--- src/hdl/sawarq_pkg.sv ---
// Shared types and constants for the stop-and-wait ARQ controller.
// No dependencies; every other file of the block imports this package.
`timescale 1ns / 1ps

package sawarq_pkg;

   // Field widths fixed by the link interface
   localparam int REQ_TYPE_W = 3;
   localparam int FIELD_W    = 8;
   localparam int ACTION_W   = 3;
   localparam int STATE_W    = 2;
   localparam int RETRY_W    = 8;
   localparam int TICKS_W    = 16;

   // Configuration port
   localparam int CSR_INDEX_W = 2;
   localparam int CSR_DATA_W  = 16;
   localparam logic [CSR_INDEX_W-1:0] CSR_DEST_ID       = 2'd0;
   localparam logic [CSR_INDEX_W-1:0] CSR_MAX_RETX      = 2'd1;
   localparam logic [CSR_INDEX_W-1:0] CSR_SEQ_MODULUS   = 2'd2;
   localparam logic [CSR_INDEX_W-1:0] CSR_TIMEOUT_TICKS = 2'd3;

   localparam logic [FIELD_W-1:0] DEST_ID_RESET       = 8'd0;
   localparam logic [FIELD_W-1:0] MAX_RETX_RESET      = 8'd3;
   localparam logic [FIELD_W-1:0] SEQ_MODULUS_RESET   = 8'd4;
   localparam logic [TICKS_W-1:0] TIMEOUT_TICKS_RESET = 16'd1000;

   // Pending event bit positions
   localparam int EV_SDU   = 0;
   localparam int EV_DRX   = 1;
   localparam int EV_DTX   = 2;
   localparam int EV_ATX   = 3;
   localparam int EV_ARX   = 4;
   localparam int EV_TO    = 5;
   localparam int EV_COUNT = 6;

   // Per-transaction limits on the serve loop
   localparam int SERVE_LIMIT  = 8;
   localparam int RESULT_LIMIT = 4;
   localparam int GUARD_W      = $clog2(SERVE_LIMIT + 1);
   localparam int NRES_W       = $clog2(RESULT_LIMIT + 1);

   // Event queue between front and back
   localparam int QUEUE_DEPTH = 2;
   localparam int QPTR_W      = $clog2(QUEUE_DEPTH);
   localparam int QCNT_W      = $clog2(QUEUE_DEPTH + 1);

   typedef enum logic [REQ_TYPE_W-1:0] {
      EVK_TICK = 3'd0,
      EVK_SDU  = 3'd1,
      EVK_DRX  = 3'd2,
      EVK_DTX  = 3'd3,
      EVK_ATX  = 3'd4,
      EVK_ARX  = 3'd5
   } ev_kind_type;

   typedef enum logic [STATE_W-1:0] {
      LINK_IDLE     = 2'd0,
      LINK_TX       = 2'd1,
      LINK_WAIT_ACK = 2'd2
   } main_state_type;

   typedef enum logic [ACTION_W-1:0] {
      ACT_SEND_DATA   = 3'd0,
      ACT_RESEND_DATA = 3'd1,
      ACT_SEND_ACK    = 3'd2,
      ACT_ACK_OK      = 3'd3,
      ACT_GAVE_UP     = 3'd4,
      ACT_REJECTED    = 3'd5
   } action_type;

   typedef struct packed {
      logic [FIELD_W-1:0] dest_id;
      logic [FIELD_W-1:0] max_retx;
      logic [FIELD_W-1:0] seq_modulus;
      logic [TICKS_W-1:0] timeout_ticks;
   } cfg_type;

   typedef struct packed {
      ev_kind_type        kind;
      logic [FIELD_W-1:0] rx_seq;
      logic [FIELD_W-1:0] rx_src;
   } queue_entry_type;

   typedef struct packed {
      action_type         action;
      logic [FIELD_W-1:0] seq;
      logic [FIELD_W-1:0] dest;
      main_state_type     state_now;
      logic               last;
   } result_type;

endpackage

--- src/hdl/sawarq_if.sv ---
// Valid/ready channel interfaces for event requests and link command responses.
// Depends on sawarq_pkg for field widths.
`timescale 1ns / 1ps

interface sawarq_req_if import sawarq_pkg::*; ();
   logic                  valid;
   logic                  ready;
   logic [REQ_TYPE_W-1:0] req_type;
   logic [FIELD_W-1:0]    rx_seq;
   logic [FIELD_W-1:0]    rx_src;

   modport source (output valid, output req_type, output rx_seq, output rx_src, input ready);
   modport sink   (input valid, input req_type, input rx_seq, input rx_src, output ready);
endinterface

interface sawarq_rsp_if import sawarq_pkg::*; ();
   logic                valid;
   logic                ready;
   logic [ACTION_W-1:0] action;
   logic [FIELD_W-1:0]  seq;
   logic [FIELD_W-1:0]  dest;
   logic [STATE_W-1:0]  state_now;
   logic                last;

   modport source (output valid, output action, output seq, output dest, output state_now,
                   output last, input ready);
   modport sink   (input valid, input action, input seq, input dest, input state_now,
                   input last, output ready);
endinterface

--- src/hdl/stop_and_wait_arq_controller_unit.sv ---
// Stop-and-wait ARQ controller, top level: configuration registers, front end
// event queue and back end state machine. Depends on sawarq_pkg, sawarq_if,
// sawarq_front and sawarq_back.
// An accepted transaction is queued, then popped and applied to the pending
// set; pending events are then served one per cycle while no result waits
// on a stalled response channel, each result going through a holding register
// to the output register. No new transaction is taken before the last is done;
// the 2-entry queue absorbs short bursts. Reset (synchronous, active high) clears
// the machine, the queue and the output, and loads the register defaults.
`timescale 1ns / 1ps

module stop_and_wait_arq_controller_unit
   import sawarq_pkg::*;
#(
   parameter int SEQ_BITS   = 8,
   parameter int TIMER_BITS = 16
)
(
   input  logic                   clock,
   input  logic                   reset,
   sawarq_req_if.sink             req_chan,
   sawarq_rsp_if.source           rsp_chan,
   input  logic                   csr_write_en,
   input  logic [CSR_INDEX_W-1:0] csr_index,
   input  logic [CSR_DATA_W-1:0]  csr_write_data
);

   cfg_type         cfg_ff, cfg_in;
   logic            q_valid;
   logic            q_pop;
   queue_entry_type q_entry;

   always_comb begin
      cfg_in = cfg_ff;
      if (csr_write_en) begin
         unique case (csr_index)
            CSR_DEST_ID:       cfg_in.dest_id       = csr_write_data[FIELD_W-1:0];
            CSR_MAX_RETX:      cfg_in.max_retx      = csr_write_data[FIELD_W-1:0];
            CSR_SEQ_MODULUS:   cfg_in.seq_modulus   = csr_write_data[FIELD_W-1:0];
            CSR_TIMEOUT_TICKS: cfg_in.timeout_ticks = csr_write_data[TICKS_W-1:0];
            default: ;
         endcase
      end
   end

   always_ff @(posedge clock) begin
      if (reset) begin
         cfg_ff <= '{dest_id: DEST_ID_RESET, max_retx: MAX_RETX_RESET,
                     seq_modulus: SEQ_MODULUS_RESET, timeout_ticks: TIMEOUT_TICKS_RESET};
      end else begin
         cfg_ff <= cfg_in;
      end
   end

   sawarq_front u_front (
      .clock    (clock),
      .reset    (reset),
      .req_chan (req_chan),
      .q_valid  (q_valid),
      .q_entry  (q_entry),
      .q_pop    (q_pop)
   );

   sawarq_back #(
      .SEQ_BITS   (SEQ_BITS),
      .TIMER_BITS (TIMER_BITS)
   ) u_back (
      .clock    (clock),
      .reset    (reset),
      .cfg      (cfg_ff),
      .q_valid  (q_valid),
      .q_entry  (q_entry),
      .q_pop    (q_pop),
      .rsp_chan (rsp_chan)
   );

endmodule

--- src/hdl/sawarq_front.sv ---
// Front end: takes request transactions, classifies the event type and
// queues valid events for the back end. Depends on sawarq_pkg and sawarq_if.
`timescale 1ns / 1ps

module sawarq_front
   import sawarq_pkg::*;
(
   input  logic            clock,
   input  logic            reset,
   sawarq_req_if.sink      req_chan,
   output logic            q_valid,
   output queue_entry_type q_entry,
   input  logic            q_pop
);

   queue_entry_type     entries_ff [QUEUE_DEPTH];
   logic [QPTR_W-1:0]   wr_ptr_ff, wr_ptr_in;
   logic [QPTR_W-1:0]   rd_ptr_ff, rd_ptr_in;
   logic [QCNT_W-1:0]   count_ff, count_in;
   logic                accept;
   logic                known;
   logic                push;
   ev_kind_type         kind;

   assign kind           = ev_kind_type'(req_chan.req_type);
   assign req_chan.ready = (count_ff != QCNT_W'(QUEUE_DEPTH));
   assign accept         = req_chan.valid && req_chan.ready;
   assign q_valid        = (count_ff != '0);
   assign q_entry        = entries_ff[rd_ptr_ff];

   // Unused type codes are taken and dropped here
   always_comb begin
      unique case (kind) inside
         EVK_TICK, EVK_SDU, EVK_DRX, EVK_DTX, EVK_ATX, EVK_ARX: known = 1'b1;
         default: known = 1'b0;
      endcase
   end

   assign push = accept && known;

   always_comb begin
      wr_ptr_in = wr_ptr_ff;
      rd_ptr_in = rd_ptr_ff;
      count_in  = count_ff;
      if (push) begin
         wr_ptr_in = (wr_ptr_ff == QPTR_W'(QUEUE_DEPTH - 1)) ? '0 : wr_ptr_ff + QPTR_W'(1);
      end
      if (q_pop) begin
         rd_ptr_in = (rd_ptr_ff == QPTR_W'(QUEUE_DEPTH - 1)) ? '0 : rd_ptr_ff + QPTR_W'(1);
      end
      if (push && !q_pop) begin
         count_in = count_ff + QCNT_W'(1);
      end else if (!push && q_pop) begin
         count_in = count_ff - QCNT_W'(1);
      end
   end

   always_ff @(posedge clock) begin
      if (reset) begin
         wr_ptr_ff <= '0;
         rd_ptr_ff <= '0;
         count_ff  <= '0;
      end else begin
         wr_ptr_ff <= wr_ptr_in;
         rd_ptr_ff <= rd_ptr_in;
         count_ff  <= count_in;
      end
   end

   always_ff @(posedge clock) begin
      if (push) begin
         entries_ff[wr_ptr_ff] <= '{kind: kind, rx_seq: req_chan.rx_seq,
                                    rx_src: req_chan.rx_src};
      end
   end

endmodule

--- src/hdl/sawarq_back.sv ---
// Back end: applies a queued event to the pending set and timer, then runs the ARQ
// machine one pending event per cycle unless stalled; uses sawarq_pkg, sawarq_if.
`timescale 1ns / 1ps

module sawarq_back
   import sawarq_pkg::*;
#(
   parameter int SEQ_BITS   = 8,
   parameter int TIMER_BITS = 16
)
(
   input  logic            clock,
   input  logic            reset,
   input  cfg_type         cfg,
   input  logic            q_valid,
   input  queue_entry_type q_entry,
   output logic            q_pop,
   sawarq_rsp_if.source    rsp_chan
);

   localparam int LIM_W = (TIMER_BITS > TICKS_W) ? TIMER_BITS : TICKS_W;
   localparam int CMP_W = FIELD_W + 1;

   typedef enum logic {
      B_IDLE,
      B_SERVE
   } back_state_type;

   back_state_type          bstate_ff, bstate_in;
   main_state_type          mstate_ff, mstate_in;
   logic [SEQ_BITS-1:0]     next_seq_ff, next_seq_in;
   logic [SEQ_BITS-1:0]     outst_ff, outst_in;
   logic [RETRY_W-1:0]      retry_ff, retry_in;
   logic [TIMER_BITS-1:0]   timer_cnt_ff, timer_cnt_in;
   logic                    timer_run_ff, timer_run_in;
   logic [EV_COUNT-1:0]     pend_ff, pend_in;
   logic [SEQ_BITS-1:0]     prx_seq_ff, prx_seq_in;
   logic [FIELD_W-1:0]      prx_src_ff, prx_src_in;
   logic [GUARD_W-1:0]      guard_ff, guard_in;
   logic [NRES_W-1:0]       nres_ff, nres_in;
   logic                    held_valid_ff, held_valid_in;
   result_type              held_ff, held_in;
   logic                    rsp_valid_ff, rsp_valid_in;
   result_type              rsp_data_ff, rsp_data_in;

   // One serve step of the ARQ machine
   logic                    sv_handled;
   logic                    sv_emit;
   main_state_type          sv_mstate;
   logic [SEQ_BITS-1:0]     sv_next_seq;
   logic [SEQ_BITS-1:0]     sv_outst;
   logic [RETRY_W-1:0]      sv_retry;
   logic [TIMER_BITS-1:0]   sv_timer_cnt;
   logic                    sv_timer_run;
   logic [EV_COUNT-1:0]     sv_pend;
   action_type              sv_act;
   logic [FIELD_W-1:0]      sv_seq;
   logic [FIELD_W-1:0]      sv_dest;

   logic [SEQ_BITS:0]       seq_inc;
   logic                    seq_wrap;
   logic [SEQ_BITS-1:0]     seq_after;
   logic [TIMER_BITS-1:0]   cnt_inc;
   logic [LIM_W-1:0]        ticks_ext;
   logic [LIM_W-1:0]        cnt_max;
   logic [LIM_W-1:0]        limit;
   logic                    out_free;
   logic                    done;

   assign seq_inc   = {1'b0, next_seq_ff} + (SEQ_BITS + 1)'(1);
   assign seq_wrap  = seq_inc[SEQ_BITS] || (CMP_W'(seq_inc) >= CMP_W'(cfg.seq_modulus));
   assign seq_after = seq_wrap ? '0 : seq_inc[SEQ_BITS-1:0];

   assign cnt_inc   = timer_cnt_ff + TIMER_BITS'(1);
   assign ticks_ext = LIM_W'(cfg.timeout_ticks);
   assign cnt_max   = LIM_W'({TIMER_BITS{1'b1}});
   assign limit     = (ticks_ext > cnt_max) ? cnt_max : ticks_ext;

   assign out_free  = !rsp_valid_ff || rsp_chan.ready;

   always_comb begin
      sv_handled   = 1'b1;
      sv_emit      = 1'b0;
      sv_mstate    = mstate_ff;
      sv_next_seq  = next_seq_ff;
      sv_outst     = outst_ff;
      sv_retry     = retry_ff;
      sv_timer_cnt = timer_cnt_ff;
      sv_timer_run = timer_run_ff;
      sv_pend      = pend_ff;
      sv_act       = ACT_REJECTED;
      sv_seq       = '0;
      sv_dest      = '0;
      unique case (mstate_ff)
         LINK_IDLE: begin
            if (pend_ff[EV_DRX]) begin
               sv_pend[EV_DRX] = 1'b0;
               sv_mstate       = LINK_TX;
               sv_emit         = 1'b1;
               sv_act          = ACT_SEND_ACK;
               sv_seq          = FIELD_W'(prx_seq_ff);
               sv_dest         = prx_src_ff;
            end else if (pend_ff[EV_SDU]) begin
               sv_pend[EV_SDU] = 1'b0;
               sv_outst        = next_seq_ff;
               sv_next_seq     = seq_after;
               sv_retry        = '0;
               sv_mstate       = LINK_TX;
               sv_emit         = 1'b1;
               sv_act          = ACT_SEND_DATA;
               sv_seq          = FIELD_W'(next_seq_ff);
               sv_dest         = cfg.dest_id;
            end else if (pend_ff[EV_DTX] || pend_ff[EV_ATX] || pend_ff[EV_ARX]) begin
               if (pend_ff[EV_DTX]) begin
                  sv_pend[EV_DTX] = 1'b0;
               end else if (pend_ff[EV_ATX]) begin
                  sv_pend[EV_ATX] = 1'b0;
               end else begin
                  sv_pend[EV_ARX] = 1'b0;
               end
               sv_emit = 1'b1;
            end else begin
               sv_handled = 1'b0;
            end
         end
         LINK_TX: begin
            if (pend_ff[EV_DTX]) begin
               sv_pend[EV_DTX] = 1'b0;
               sv_timer_cnt    = '0;
               sv_timer_run    = 1'b1;
               sv_mstate       = LINK_WAIT_ACK;
            end else if (pend_ff[EV_ATX]) begin
               sv_pend[EV_ATX] = 1'b0;
               sv_mstate = (!timer_run_ff && !pend_ff[EV_TO]) ? LINK_IDLE : LINK_WAIT_ACK;
            end else if (pend_ff[EV_SDU]) begin
               sv_pend[EV_SDU] = 1'b0;
               sv_emit         = 1'b1;
            end else begin
               sv_handled = 1'b0;
            end
         end
         LINK_WAIT_ACK: begin
            if (pend_ff[EV_ARX]) begin
               sv_pend[EV_ARX] = 1'b0;
               sv_timer_run    = 1'b0;
               sv_mstate       = LINK_IDLE;
               sv_emit         = 1'b1;
               sv_act          = ACT_ACK_OK;
               sv_seq          = FIELD_W'(outst_ff);
               sv_dest         = cfg.dest_id;
            end else if (pend_ff[EV_TO]) begin
               sv_pend[EV_TO] = 1'b0;
               sv_emit        = 1'b1;
               sv_seq         = FIELD_W'(outst_ff);
               sv_dest        = cfg.dest_id;
               if (retry_ff < cfg.max_retx) begin
                  sv_retry  = retry_ff + RETRY_W'(1);
                  sv_mstate = LINK_TX;
                  sv_act    = ACT_RESEND_DATA;
               end else begin
                  sv_mstate = LINK_IDLE;
                  sv_act    = ACT_GAVE_UP;
               end
            end else if (pend_ff[EV_DRX]) begin
               sv_pend[EV_DRX] = 1'b0;
               sv_mstate       = LINK_TX;
               sv_emit         = 1'b1;
               sv_act          = ACT_SEND_ACK;
               sv_seq          = FIELD_W'(prx_seq_ff);
               sv_dest         = prx_src_ff;
            end else begin
               sv_handled = 1'b0;
            end
         end
         default: sv_handled = 1'b0;
      endcase
   end

   assign done = (guard_ff == GUARD_W'(SERVE_LIMIT)) || (nres_ff == NRES_W'(RESULT_LIMIT))
                 || !sv_handled;

   always_comb begin
      bstate_in     = bstate_ff;
      mstate_in     = mstate_ff;
      next_seq_in   = next_seq_ff;
      outst_in      = outst_ff;
      retry_in      = retry_ff;
      timer_cnt_in  = timer_cnt_ff;
      timer_run_in  = timer_run_ff;
      pend_in       = pend_ff;
      prx_seq_in    = prx_seq_ff;
      prx_src_in    = prx_src_ff;
      guard_in      = guard_ff;
      nres_in       = nres_ff;
      held_valid_in = held_valid_ff;
      held_in       = held_ff;
      rsp_valid_in  = rsp_valid_ff && !rsp_chan.ready;
      rsp_data_in   = rsp_data_ff;
      q_pop         = 1'b0;
      unique case (bstate_ff)
         B_IDLE: begin
            if (q_valid) begin
               q_pop     = 1'b1;
               guard_in  = '0;
               nres_in   = '0;
               bstate_in = B_SERVE;
               unique case (q_entry.kind)
                  EVK_TICK: begin
                     if (timer_run_ff) begin
                        timer_cnt_in = cnt_inc;
                        if (LIM_W'(cnt_inc) >= limit) begin
                           timer_run_in   = 1'b0;
                           pend_in[EV_TO] = 1'b1;
                        end
                     end
                  end
                  EVK_SDU: begin
                     if (mstate_ff == LINK_IDLE) begin
                        pend_in[EV_SDU] = 1'b1;
                     end
                  end
                  EVK_DRX: begin
                     pend_in[EV_DRX] = 1'b1;
                     prx_seq_in      = q_entry.rx_seq[SEQ_BITS-1:0];
                     prx_src_in      = q_entry.rx_src;
                  end
                  EVK_DTX: pend_in[EV_DTX] = 1'b1;
                  EVK_ATX: pend_in[EV_ATX] = 1'b1;
                  EVK_ARX: pend_in[EV_ARX] = 1'b1;
                  default: ;
               endcase
            end
         end
         B_SERVE: begin
            if (done) begin
               // the held result is the final one of this transaction
               if (!held_valid_ff) begin
                  bstate_in = B_IDLE;
               end else if (out_free) begin
                  rsp_valid_in     = 1'b1;
                  rsp_data_in      = held_ff;
                  rsp_data_in.last = 1'b1;
                  held_valid_in    = 1'b0;
                  bstate_in        = B_IDLE;
               end
            end else if (!(sv_emit && held_valid_ff && !out_free)) begin
               mstate_in    = sv_mstate;
               next_seq_in  = sv_next_seq;
               outst_in     = sv_outst;
               retry_in     = sv_retry;
               timer_cnt_in = sv_timer_cnt;
               timer_run_in = sv_timer_run;
               pend_in      = sv_pend;
               guard_in     = guard_ff + GUARD_W'(1);
               if (sv_emit) begin
                  if (held_valid_ff) begin
                     rsp_valid_in = 1'b1;
                     rsp_data_in  = held_ff;
                  end
                  held_valid_in = 1'b1;
                  held_in       = '{action: sv_act, seq: sv_seq, dest: sv_dest,
                                    state_now: sv_mstate, last: 1'b0};
                  nres_in       = nres_ff + NRES_W'(1);
               end
            end
         end
         default: bstate_in = B_IDLE;
      endcase
   end

   always_ff @(posedge clock) begin
      if (reset) begin
         bstate_ff     <= B_IDLE;
         mstate_ff     <= LINK_IDLE;
         next_seq_ff   <= '0;
         outst_ff      <= '0;
         retry_ff      <= '0;
         timer_cnt_ff  <= '0;
         timer_run_ff  <= 1'b0;
         pend_ff       <= '0;
         prx_seq_ff    <= '0;
         prx_src_ff    <= '0;
         guard_ff      <= '0;
         nres_ff       <= '0;
         held_valid_ff <= 1'b0;
         rsp_valid_ff  <= 1'b0;
      end else begin
         bstate_ff     <= bstate_in;
         mstate_ff     <= mstate_in;
         next_seq_ff   <= next_seq_in;
         outst_ff      <= outst_in;
         retry_ff      <= retry_in;
         timer_cnt_ff  <= timer_cnt_in;
         timer_run_ff  <= timer_run_in;
         pend_ff       <= pend_in;
         prx_seq_ff    <= prx_seq_in;
         prx_src_ff    <= prx_src_in;
         guard_ff      <= guard_in;
         nres_ff       <= nres_in;
         held_valid_ff <= held_valid_in;
         rsp_valid_ff  <= rsp_valid_in;
      end
      held_ff     <= held_in;
      rsp_data_ff <= rsp_data_in;
   end

   assign rsp_chan.valid     = rsp_valid_ff;
   assign rsp_chan.action    = rsp_data_ff.action;
   assign rsp_chan.seq       = rsp_data_ff.seq;
   assign rsp_chan.dest      = rsp_data_ff.dest;
   assign rsp_chan.state_now = rsp_data_ff.state_now;
   assign rsp_chan.last      = rsp_data_ff.last;

endmodule

--- src/flat_wrapper.sv ---
// flat-port wrapper written by rule: the top's interface ports become plain ports
module stop_and_wait_arq_controller_unit_flat import sawarq_pkg::*;
#(
   parameter int SEQ_BITS   = 8,
   parameter int TIMER_BITS = 16
)
  (clock, reset, csr_write_en, csr_index, csr_write_data, req_chan_valid, req_chan_req_type, req_chan_rx_seq, req_chan_rx_src, req_chan_ready, rsp_chan_valid, rsp_chan_action, rsp_chan_seq, rsp_chan_dest, rsp_chan_state_now, rsp_chan_last, rsp_chan_ready);
  sawarq_req_if req_chan_i ();
  sawarq_rsp_if rsp_chan_i ();
  input  logic clock;
  input  logic reset;
  input  logic csr_write_en;
  input  logic [CSR_INDEX_W-1:0] csr_index;
  input  logic [CSR_DATA_W-1:0] csr_write_data;
  input wire logic [$bits(req_chan_i.valid)-1:0] req_chan_valid;
  input wire logic [$bits(req_chan_i.req_type)-1:0] req_chan_req_type;
  input wire logic [$bits(req_chan_i.rx_seq)-1:0] req_chan_rx_seq;
  input wire logic [$bits(req_chan_i.rx_src)-1:0] req_chan_rx_src;
  output wire logic [$bits(req_chan_i.ready)-1:0] req_chan_ready;
  output wire logic [$bits(rsp_chan_i.valid)-1:0] rsp_chan_valid;
  output wire logic [$bits(rsp_chan_i.action)-1:0] rsp_chan_action;
  output wire logic [$bits(rsp_chan_i.seq)-1:0] rsp_chan_seq;
  output wire logic [$bits(rsp_chan_i.dest)-1:0] rsp_chan_dest;
  output wire logic [$bits(rsp_chan_i.state_now)-1:0] rsp_chan_state_now;
  output wire logic [$bits(rsp_chan_i.last)-1:0] rsp_chan_last;
  input wire logic [$bits(rsp_chan_i.ready)-1:0] rsp_chan_ready;
  assign req_chan_i.valid = req_chan_valid;
  assign req_chan_i.req_type = req_chan_req_type;
  assign req_chan_i.rx_seq = req_chan_rx_seq;
  assign req_chan_i.rx_src = req_chan_rx_src;
  assign req_chan_ready = req_chan_i.ready;
  assign rsp_chan_valid = rsp_chan_i.valid;
  assign rsp_chan_action = rsp_chan_i.action;
  assign rsp_chan_seq = rsp_chan_i.seq;
  assign rsp_chan_dest = rsp_chan_i.dest;
  assign rsp_chan_state_now = rsp_chan_i.state_now;
  assign rsp_chan_last = rsp_chan_i.last;
  assign rsp_chan_i.ready = rsp_chan_ready;
  stop_and_wait_arq_controller_unit #(.SEQ_BITS(SEQ_BITS), .TIMER_BITS(TIMER_BITS)) u_core (.clock(clock), .reset(reset), .req_chan(req_chan_i), .rsp_chan(rsp_chan_i), .csr_write_en(csr_write_en), .csr_index(csr_index), .csr_write_data(csr_write_data));
endmodule
--- config.mk ---
export PLATFORM = sky130hd
export DESIGN_NAME = stop_and_wait_arq_controller_unit_flat
export DESIGN_NICKNAME = d
export VERILOG_FILES = /design/src/hdl/sawarq_pkg.sv /design/src/hdl/sawarq_if.sv /design/src/hdl/stop_and_wait_arq_controller_unit.sv /design/src/hdl/sawarq_front.sv /design/src/hdl/sawarq_back.sv /design/src/flat_wrapper.sv
export SDC_FILE = /design/constraint.sdc
export NUM_CORES = 1
export LEC_CHECK = 0
export BUFFER_PORTS_ARGS = -buffer_cell sky130_fd_sc_hd__buf_2
export CAP_MARGIN = 20
export CORE_MARGIN = 2
export CORE_UTILIZATION = 65
export CTS_CLUSTER_DIAMETER = 150
export DETAILED_ROUTE_END_ITERATION = 10
export PLACE_DENSITY = 0.86
export SYNTH_ARGS = -nofsm -noshare
export SYNTH_HDL_FRONTEND = slang
export SYNTH_SLANG_ARGS = --single-unit
--- constraint.sdc ---
create_clock -name clock -period 6.3 [get_ports clock]
set_clock_uncertainty 0.15 [all_clocks]
set_input_delay 0.315 -clock clock [delete_from_list [all_inputs] [get_ports clock]]
set_output_delay 0.315 -clock clock [all_outputs]
set_load 0.03 [all_outputs]
==> results of run 1 <==
## per-stage QoR
stage | hold WS [ns] | cell area, µm² | cells
final | 0.0408 | 10600 | 1173
after global routing | 0.0449 | 10600 | 1173
after CTS | 0.0218 | 10500 | 1171
after detailed placement | 0.255 | 9490 | 1100
after global placement | 0.253 | 9490 | 1100
after floorplan | 0.250 | 9090 | 898
## where the power goes
part | internal [mW] | total (mW) | switching (mW)
combinational | 0.191 | 0.525 | 0.333
clock | 0.747 | 1.25 | 0.502
sequential | 1.45 | 1.55 | 0.0959
## layer usage
metal	up-vias	share of wire (%)	global-route usage (%)	wire length [µm]
met2	309	48	47.2	10000
met5	-	0	0	0
met3	68	7.0	4.28	1480
met4	0	4.8	14.1	1010
met1	3344	40	36.1	8470
li1	3396	-	-	-
## cell families (layout without fill, tap and decap cells)
family                     count (synthesis)  after routing
xor gates and xnor gates                  26             26
DFF                                      201            201
muxes                                     46             46
and+or+nand+nor                          302            302
AOI/OAI and AO/OA                        192            192
buffers and inverters                     92            187
adders and majority gates                 39             39
## synth_stat cells, types with 12 or more instances
cell type  instances
o21ai_0           23
xor2_1            14
a21oi_1           59
ha_1              39
xnor2_1           12
edfxtp_1          81
nand2_1           94
inv_1             43
nor3_1            18
nand3_1           26
clkbuf_1          35
a211oi_1          23
nor2_1            94
mux2i_1           44
dfxtp_1          120
## registers in the layout, indices dropped and copies added, names as in the netlist, 6 cells and up, named ones only
signal,flops
u_core.cfg_ff,40
u_core.u_front.entries_ff,38
u_core.u_back.held_ff,21
u_core.u_back.timer_cnt_ff,16
u_core.u_back.next_seq_ff,8
u_core.u_back.outst_ff,8
u_core.u_back.prx_seq_ff,8
u_core.u_back.prx_src_ff,8
u_core.u_back.retry_ff,8
u_core.u_back.rsp_chan.dest,8
u_core.u_back.rsp_chan.seq,8
u_core.u_back.pend_ff,6
## worst max-delay path by stage
stage                                           from                          endpoint  slack [ns]  cells past startpoint
after floorplan             u_core.u_back.pend_ff[1]  u_core.u_back.rsp_chan.action[0]        3.46                      6
after CTS                 u_core.u_back.mstate_ff[0]          u_core.u_back.nres_ff[1]        2.81                      6
after detailed placement  u_core.u_back.mstate_ff[0]          u_core.u_back.nres_ff[1]        2.80                      6
after global placement    u_core.u_back.mstate_ff[0]          u_core.u_back.nres_ff[1]        2.97                      6
final                     u_core.u_back.mstate_ff[0]          u_core.u_back.nres_ff[1]        2.75                      6
after global routing      u_core.u_back.mstate_ff[0]          u_core.u_back.nres_ff[1]        2.54                      6
## layout make-up
| class | instances | area (µm²) | area share, % |
|---|---|---|---|
| tap | 180 | 225 | 2.13 |
| inverter | 45 | 169 | 1.60 |
| sequential | 201 | 4830 | 45.8 |
| multi-input combinational | 605 | 3900 | 36.9 |
| timing repair buffer | 106 | 736 | 6.96 |
| clock buffer | 25 | 549 | 5.20 |
| clock inverter | 11 | 148 | 1.40 |
## worst max-delay path: cells and delay by family, from the launching register on
kind	cells	cell delay, ns
simple gates	3	1.49
flops	1	1.05
compound gates	3	0.71
## what timing repair did
action,4_1_cts,5_1_grt
hold endpoints to repair,65,0
hold buffers,35,0
buffers inserted,0,0
==> flow_summary_export.csv, run 1 <==
group,metric,value,unit
run_status,status,"completed",
routing,drt_iter0_drc,798,
power_and_ir_drop,p_leak,4.10,nW
grt,overflow,0,
layout,diodes,0,
grt,antenna_found_initial,0,
die,fp.coreArea,13800,µm²
setup_path,crit_slowest_cell,"dfxtp_1",
die,die_area,14900,µm²
synth,synth_largest_area_cell,"edfxtp_1",
clock_tree,cts_tree,"yes",
timing,setup_viol,0,
layout,final_cell_mix,"120 x dfxtp_1, 94 x nand2_1, 92 x nor2_1, 81 x edfxtp_1, 65 x buf_2",
place,gp_congestion,0.903,
synth,synth-xor-area-share,2.51,%
setup_path,reg2reg_depth,6,
setup_path,reg2reg_to,"u_core.u_back.nres_ff[1]",
clock_tree,cts_sinks,201,
run,cap_violations,0,
clock_tree,clk_pin_slew,0.06,ns
die,die_x,122,µm
place,portBuffers,65,
die,initial_core_util,66.0,%
grt,track_usage,28.3,%
timing,worst_slew_pin_slew,1.11,ns
setup_path,crit_arrival,3.74,ns
synth,synth_compound_area_share,14.6,%
synth,ys_async_sr_fraction,0,%
synth,synth_seq_cells,201,
timing,fin_crit_sh,56.3,%
setup_path,crit_fanout,34,
timing,worst_slack,2.75,ns
synth,synth_top_family_by_area,"simple AND/OR/NAND/NOR gates",
clock_tree,clock_path_buffers,3,
min_path,hold_start,"rsp_chan_ready",
setup_path,crit_chain,"and2b_1 > o31ai_1 > a211oi_4 > and3_1 > or3_1 > a21oi_1",
min_path,hold_path.class,"input port to flip-flop",
timing,rsz0062_at_grt,"false",
synth,synth.distinct_cells,66,
setup_path,cp.required,6.49,ns
routing,vias,7117,
layout,final_common_cell,"dfxtp_1",
place,pre_cts_slack,2.80,ns
grt,grt_pass1_wl,33.5,mm
synth,synth_top_area_share,26.8,%
synth,avgSynthCellArea,10.1,µm²
timing,hold_viol,0,
setup_path,reg2reg_slack,2.75,ns
routing,vias_per_cell,6.07,
setup_path,startpoint_type,"flip-flop",
layout,layout-drive-gt1-share,12.2,%
power_and_ir_drop,finalPower,3.32,mW
synth,ys_seq_area_share,53.2,%
setup_path,end_kind,"flip-flop",
layout,postLayoutCoreUtil,76.7,%
die,num_rows,43,
synth,synth_fa_ha_area_share,5.37,%
synth,synth.area.mux_share,5.09,%
routing,drt_first_pass_iters,9,
synth,netlist_top_cells_area,"edfxtp_1 27%, dfxtp_1 26%, ha_1 5.4%",
routing,wl_per_cell,17.9,µm
timing,tns,0,ns
synth,synth_edf_count,81,
die,die_y,122,µm
routing,antenna_left,0,
timing,fmax,282,MHz
synth,synth_nets,979,
routing,wirelength,21.0,mm
setup_path,crit_path_max_incr_delay,1.05,ns
timing,drv_slew,0,
timing,period_needed,3.55,ns
synth,synth-main-ff-cell,"dfxtp_1",
clock_tree,cts_buffers,20,
clock_tree,ctsRootBufferMaster,"clkbuf_16",
die,ios,66,
min_path,worstHoldPathCells,4,
layout,fill_cells,934,
power_and_ir_drop,peakVddDrop,0.262,mV
clock_tree,insertion_delay,0.50,ns
synth,syn_area,9090,µm²
timing,slew_headroom,26.1,%
power_and_ir_drop,power_density,314,nW/µm²
setup_path,r2r_start,"u_core.u_back.mstate_ff[0]",
grt,grt_max_degree,91,
synth,synthCells,898,
synth,synth-simple-area-share,15.3,%
layout,layout.nets,1060,
synth,ys_warn_count,0,
clock_tree,ctsResizeCount,0,
clock_tree,h-tree-depth,1,
grt,grt_pass1_vias,6844,
place,place_hpwl,13.5,mm
min_path,min_to,"u_core.u_back.rsp_chan.valid",
routing,drcViolationCount,0,
layout,area.growth.synth_to_final,16.3,%
setup_path,criticalPathCategory,"flip-flop to flip-flop",
Note: power is estimated with default switching activity, not from simulation.
==> run 2: changes to the inputs <==
CORE_UTILIZATION = 54   (was 65)
PLACE_DENSITY = 0.76   (was 0.86)
clock period = 2.9 ns   (was 6.3 ns; I/O delays follow)
==> flow_summary_export.csv, run 2 (synthesis results as in run 1) <==
group,metric,value,unit
run_status,status,"completed",
setup_path,crit_path_max_incr_delay,0.44,ns
routing,vias_per_cell,5.70,
min_path,worstHoldPathCells,5,
clock_tree,cts_sinks,201,
clock_tree,cts_tree,"yes",
power_and_ir_drop,seqPwrFrac,45.2,%
timing,rsz0062_at_grt,"false",
clock_tree,insertion_delay,0.50,ns
timing,worst_slew_pin_slew,0.779,ns
place,gp_congestion,0.877,
clock_tree,h-tree-depth,1,
routing,vias,7146,
clock_tree,cts_setup_buffers,0,
layout,layout.nets,1098,
power_and_ir_drop,combPwrFrac,17.7,%
layout,fill_cells,1311,
timing,slew_headroom,48.0,%
setup_path,crit_slowest_cell,"dfxtp_1",
place,portBuffers,65,
routing,antenna_left,0,
power_and_ir_drop,p_leak,4.28,nW
layout,fin_area,11000,µm²
grt,overflow,0,
power_and_ir_drop,power.internal,5.27,mW
grt,grt_pass1_wl,34.1,mm
power_and_ir_drop,peakVddDrop,0.511,mV
timing,fmax,364,MHz
grt,grt_pass1_vias,6960,
setup_path,crit_chain,"nand3_1 > nor2_2 > and3_1 > xor2_1 > ha_1 > a21o_1 > a21o_1 > a21oi_1 > o211ai_1 > a21o_1 > o21a_1",
layout,stdcell_count,1253,
setup_path,cp_common_cell,"a21o_1",
place,dp_cells,1170,
power_and_ir_drop,clkPwrFrac,37.1,%
timing,period_needed,2.75,ns
clock_tree,ctsRootBufferMaster,"clkbuf_16",
die,ios,66,
grt,antenna_found_initial,0,
routing,wl_per_cell,16.7,µm
setup_path,cp.required,3.14,ns
timing,setup_viol,0,
setup_path,criticalPathCategory,"flip-flop to flip-flop",
clock_tree,cts_buffers,22,
routing,drcViolationCount,0,
clock_tree,clk_pin_slew,0.06,ns
routing,wirelength,20.9,mm
setup_path,crit_arrival,2.98,ns
grt,grt_max_degree,65,
power_and_ir_drop,p_switching,2.02,mW
layout,final_common_cell,"dfxtp_1",
layout,diodes,0,
setup_path,startpoint_type,"flip-flop",
power_and_ir_drop,swShare,27.7,%
routing,drt_first_pass_iters,5,
timing,hold_viol,0,
place,placed_cell_area,9790,µm²
place,place_hpwl,14.2,mm
die,initial_core_util,55.0,%
die,die_y,134,µm
setup_path,crit_fanout,6,
setup_path,crit_family,"compound AO/OA/AOI/OAI gates",
setup_path,crit_buf_inv,0,
die,num_rows,47,
power_and_ir_drop,power_density,665,nW/µm²
layout,largest_reg_flops,40,
die,die_x,134,µm
die,fp.coreArea,16500,µm²
layout,final_cell_mix,"120 x dfxtp_1, 94 x nand2_1, 90 x nor2_1, 81 x edfxtp_1, 65 x buf_2",
clock_tree,clock_path_buffers,3,
run,cap_violations,0,
layout,top_regs,"u_core.cfg_ff x40, u_core.u_front.entries_ff x38, u_core.u_back.held_ff x21",
routing,drt_iter0_drc,593,
setup_path,reg2reg_depth,11,
min_path,hold_path.class,"input port to flip-flop",
grt,track_usage,23.6,%
layout,area.growth.synth_to_final,20.6,%
timing,fin_crit_sh,94.7,%
layout,largest_register,"u_core.cfg_ff",
timing,drv_slew,0,
setup_path,end_kind,"flip-flop",
layout,layout-drive-gt1-share,14.5,%
die,die_area,17900,µm²
setup_path,crit_cells,11,
==> run 2: cell types whose count changed in the layout (fill, tap and decap cells not counted), sizes merged <==
| cell | delta |
|---|---|
| buf | +28 |
| clkbuf | +10 |
| dlygate4sd3 | +8 |
| clkinv | -3 |
| bufinv | -2 |
| clkinvlp | -1 |
==> run 2: path summary, 6_finish.rpt <==
| kind | start | end | slack (ns) |
|---|---|---|---|
| setup / recovery | u_core.u_back.timer_cnt_ff[0] | u_core.u_back.pend_ff[5] | 0.15 |
| hold / removal | csr_index[1] | u_core.cfg_ff[16] | 0.09 |
| setup reg to reg | u_core.u_back.timer_cnt_ff[0] | u_core.u_back.pend_ff[5] | 0.15 |
| hold reg to reg | u_core.u_back.held_ff[18] | u_core.u_back.rsp_chan.seq[7] | 0.27 |
==> run 2: area by class of cell <==
| class | count | area [µm²] | share of cell area (%) |
|---|---|---|---|
| Timing Repair Buffer | 142 | 1040 | 9.46 |
| Inverter | 45 | 169 | 1.54 |
| Clock buffer | 35 | 649 | 5.93 |
| Sequential cell | 201 | 4830 | 44.1 |
| Multi-Input combinational cell | 605 | 3930 | 35.9 |
| Tap cell | 220 | 275 | 2.51 |
| Clock inverter | 5 | 62.6 | 0.571 |
==> run 2: stage by stage <==
step	power [mW]	setup TNS, ns	worst slack, ns	hold slack [ns]	utilization (%)
6_report	7.28	0	0.154	0.0932	66.3
5_1_grt	7.58	0	0.0191	0.135	66.3
2_1_floorplan	4.16	0	0.0580	0.0939	-
3_3_place_gp	4.54	-0.0117	-0.0117	0.183	59.2
4_1_cts	7.31	0	0.0474	0.0567	66.2
3_5_place_dp	4.57	-0.475	-0.106	0.187	59.2
==> run 2: power groups by stage <==
stage          clock network [mW]  logic (mW)  registers (mW)
6_report                     2.70        1.29            3.29
5_1_grt                      2.86        1.41            3.31
4_1_cts                      2.75        1.27            3.29
3_5_place_dp                    0        1.22            3.35
3_3_place_gp                    0        1.20            3.34
2_1_floorplan                   0       0.859            3.30
==> run 2: worst register-to-register path, stage by stage, from the launching register on <==
cell and delay (ns):
dfxtp_1 0.44, nand3_1 0.22, nor2_2 0.24, and3_1 0.24, xor2_1 0.17, ha_1 0.26
a21o_1 0.19, a21o_1 0.17, a21oi_1 0.14, o211ai_1 0.10, a21o_1 0.19, o21a_1 0.16
==> run 2: what timing repair did <==
item / 4_1_cts / 5_1_grt
resized for setup: 2 / 6
endpoints found under the hold margin: 82 / 0
hold buffers: 43 / 0
pin swaps: 1 / 1
setup endpoints to repair: 6 / 9
==> run 2: layer usage <==
| metal | part of all wire (%) | vias to the layer above | track usage, % | wire, µm |
|---|---|---|---|---|
| met5 | 0 | - | 0 | 0 |
| met4 | 3.4 | 0 | 9.16 | 706 |
| met2 | 48 | 222 | 40.0 | 9970 |
| li1 | - | 3490 | - | - |
| met1 | 44 | 3380 | 30.5 | 9190 |
| met3 | 5.1 | 54 | 3.73 | 1080 |
==> run 3: changes to the inputs <==
CORE_UTILIZATION = 55   (was 54)
PLACE_DENSITY = 0.78   (was 0.76)
SYNTH_HIERARCHICAL = 1   (was not set)
==> flow_summary_export.csv, run 3 <==
group,metric,value,unit
run_status,status,"complete, but fails checks",
run_status,violations,"negative setup slack",
layout,layout.nets,1159,
die,die_y,136,µm
grt,grt_max_degree,126,
synth,ys_seq_area_share,50.6,%
power_and_ir_drop,power_density,610,nW/µm²
setup_path,critPathLaunch,"u_core/u_back/timer_cnt_ff[1]",
synth,synth_fa_ha_area_share,5.11,%
power_and_ir_drop,p_leak,4.61,nW
synth,synth_seq_cells,201,
power_and_ir_drop,finalPower,7.18,mW
power_and_ir_drop,swShare,28.3,%
routing,drt_first_pass_iters,8,
routing,wirelength,22.6,mm
power_and_ir_drop,peakVddDrop,0.415,mV
layout,fill_cells,1202,
setup_path,end_kind,"flip-flop",
synth,ys_warn_count,6,
min_path,hold_path.class,"input port to flip-flop",
timing,fin_crit_sh,101,%
timing,period_needed,2.93,ns
routing,wl_per_cell,17.2,µm
timing,hold_viol,0,
layout,largest_reg_flops,40,
synth,synth_top_area_share,25.4,%
power_and_ir_drop,p_switching,2.03,mW
synth,synth_largest_area_cell,"edfxtp_1",
synth,synth_common_cells,"120 x dfxtp_1, 90 x nand2_1, 81 x edfxtp_1",
die,fp.coreArea,17100,µm²
grt,track_usage,23.8,%
synth,avgSynthCellArea,10.1,µm²
timing,worst_slack,-0.0257,ns
die,ios,66,
timing,rsz0062_at_grt,"true",
grt,use_met2,37.8,%
timing,setup_viol,1,
routing,vias,7646,
setup_path,crit_fanout,3,
clock_tree,insertion_delay,0.50,ns
layout,layout-drive-gt1-share,23.0,%
clock_tree,cts_tree,"yes",
grt,grt_pass1_vias,7200,
setup_path,cp.required,3.17,ns
layout,final_cell_mix,"110 x dfxtp_1, 89 x nand2_1, 81 x edfxtp_1, 66 x a21oi_1, 64 x buf_2",
timing,slew_headroom,50.8,%
grt,met1_usage,33.6,%
grt,gr-max-usage-layer,"met2",
synth,synth_top_family_by_area,"simple AND/OR/NAND/NOR gates",
synth,synth_nets,1024,
die,num_rows,48,
layout,postLayoutCoreUtil,68.8,%
place,place_hpwl,14.4,mm
layout,top_regs,"u_core/cfg_ff x40, u_core/u_front/entries_ff x38, u_core/u_back/held_ff x21",
routing,drt_iter0_drc,831,
die,die_x,136,µm
synth,synth-main-ff-cell,"dfxtp_1",
clock_tree,ctsRootBufferMaster,"clkbuf_16",
setup_path,crit_arrival,3.20,ns
grt,antenna_found_initial,0,
grt,overflow,0,
timing,drv_slew,0,
place,portBuffers,65,
min_path,hold_start,"reset",
synth,synth_compound_area_share,13.1,%
synth,synth.distinct_cells,71,
clock_tree,clk_pin_slew,0.07,ns
place,gp_congestion,0.882,
routing,drcViolationCount,0,
power_and_ir_drop,clkPwrFrac,37.1,%
routing,vias_per_cell,5.80,
clock_tree,h-tree-depth,1,
layout,final_common_cell,"dfxtp_1",
synth,syn_area,9560,µm²
setup_path,criticalPathCategory,"flip-flop to flip-flop",
clock_tree,cts_buffers,21,
setup_path,r2r_start,"u_core/u_back/timer_cnt_ff[1]",
grt,grt_pass1_wl,35.4,mm
synth,synthCells,943,
synth,synth-simple-area-share,17.0,%
clock_tree,cts_sinks,201,
die,die_area,18400,µm²
timing,worst_slew_pin_slew,0.736,ns
power_and_ir_drop,seqPwrFrac,45.0,%
synth,synth.area.mux_share,7.11,%
timing,fmax,342,MHz
die,initial_core_util,55.8,%
grt,met3_usage,3.73,%
layout,largest_register,"u_core/cfg_ff",
clock_tree,clock_path_buffers,3,
synth,yosysMostFrequentCell,"dfxtp_1",
power_and_ir_drop,power.internal,5.15,mW
layout,area.growth.synth_to_final,23.2,%
layout,diodes,0,
synth,ys_async_sr_fraction,0,%
setup_path,startpoint_type,"flip-flop",
synth,synth_edf_count,81,
power_and_ir_drop,combPwrFrac,17.9,%
run,cap_violations,0,
routing,antenna_left,0,
synth,netlist_top_cells_area,"edfxtp_1 25%, dfxtp_1 25%, ha_1 5.1%",
synth,synth-xor-area-share,2.20,%
run 3: cell families (layout without fill, tap and decap cells):
logic type	after synthesis	count (layout)
flip-flops	201	201
multiplexers	65	65
AO/OA/AOI/OAI	192	192
AND/OR/NAND/NOR	314	314
adder cells (fa/ha/maj)	39	39
buffers and inverters	108	258
XOR/XNOR	24	24
run 3: stage by stage:
stage	cells	hold slack, ns	setup WS (ns)	cell area, µm²	setup TNS [ns]
after global placement	1231	0.183	-0.0742	10300	-0.0841
after floorplan	943	0.0641	-0.0330	9590	-0.0330
final	1318	0.0516	-0.0257	11800	-0.0257
after detailed placement	1232	0.187	-0.126	10300	-0.191
after CTS	1312	0.0480	0.000181	11500	0
after global routing	1318	0.0806	-0.112	11800	-0.189
run 3: power groups by stage:
stage | clock (mW) | sequential [mW] | combinational, mW
floorplan | 0 | 3.25 | 0.905
global placement | 0 | 3.28 | 1.17
detailed placement | 0 | 3.29 | 1.19
CTS | 2.70 | 3.23 | 1.24
global route | 2.80 | 3.25 | 1.39
finish | 2.66 | 3.23 | 1.29
run 3: routing by layer:
metal	share of wire, %	vias up	routed length [µm]
met5	0	-	0
met4	2.4	0	537
met3	7.4	42	1680
met2	47	315	10500
met1	44	3645	9850
li1	-	3644	-
run 3: worst max-delay path, stage by stage (launching register included):
cell,delay (ns)
dfxtp_2,0.36
nand2_1,0.12
or3_4,0.40
buf_4,0.16
xnor2_2,0.13
ha_1,0.34
a21oi_2,0.13
o21ai_0,0.10
a21o_1,0.19
a2111oi_4,0.29
buf_4,0.19
o32ai_4,0.07
a211oi_2,0.22
run 3: worst paths after layout:
kind,slack (ns),end,cells past startpoint
worst max-delay path,-0.03,u_core/u_back/timer_run_ff,12
worst min-delay path,0.05,u_core/u_front/count_ff[0],3
worst min register to register,0.27,u_core/u_back/rsp_chan.seq[0],0
worst max register to register,-0.03,u_core/u_back/timer_run_ff,12
run 3: layout make-up:
| class | instances | area, µm² | share of cell area [%] |
|---|---|---|---|
| multi-input cells | 634 | 4560 | 38.7 |
| well taps | 225 | 282 | 2.39 |
| clock inverters | 14 | 130 | 1.11 |
| flip-flops and latches | 201 | 4850 | 41.2 |
| clock buffers | 24 | 557 | 4.73 |
| repair buffers | 162 | 1180 | 9.99 |
| inverters | 58 | 218 | 1.85 |
run 3: repair_timing:
| action | 4_1_cts | 5_1_grt |
|---|---|---|
| hold buffers | 40 | 0 |
| pin swaps | 19 | 29 |
| resized for setup | 23 | 37 |
| setup buffers | 2 | 6 |
| setup endpoints to repair | 3 | 10 |
| hold endpoints to repair | 80 | 0 |
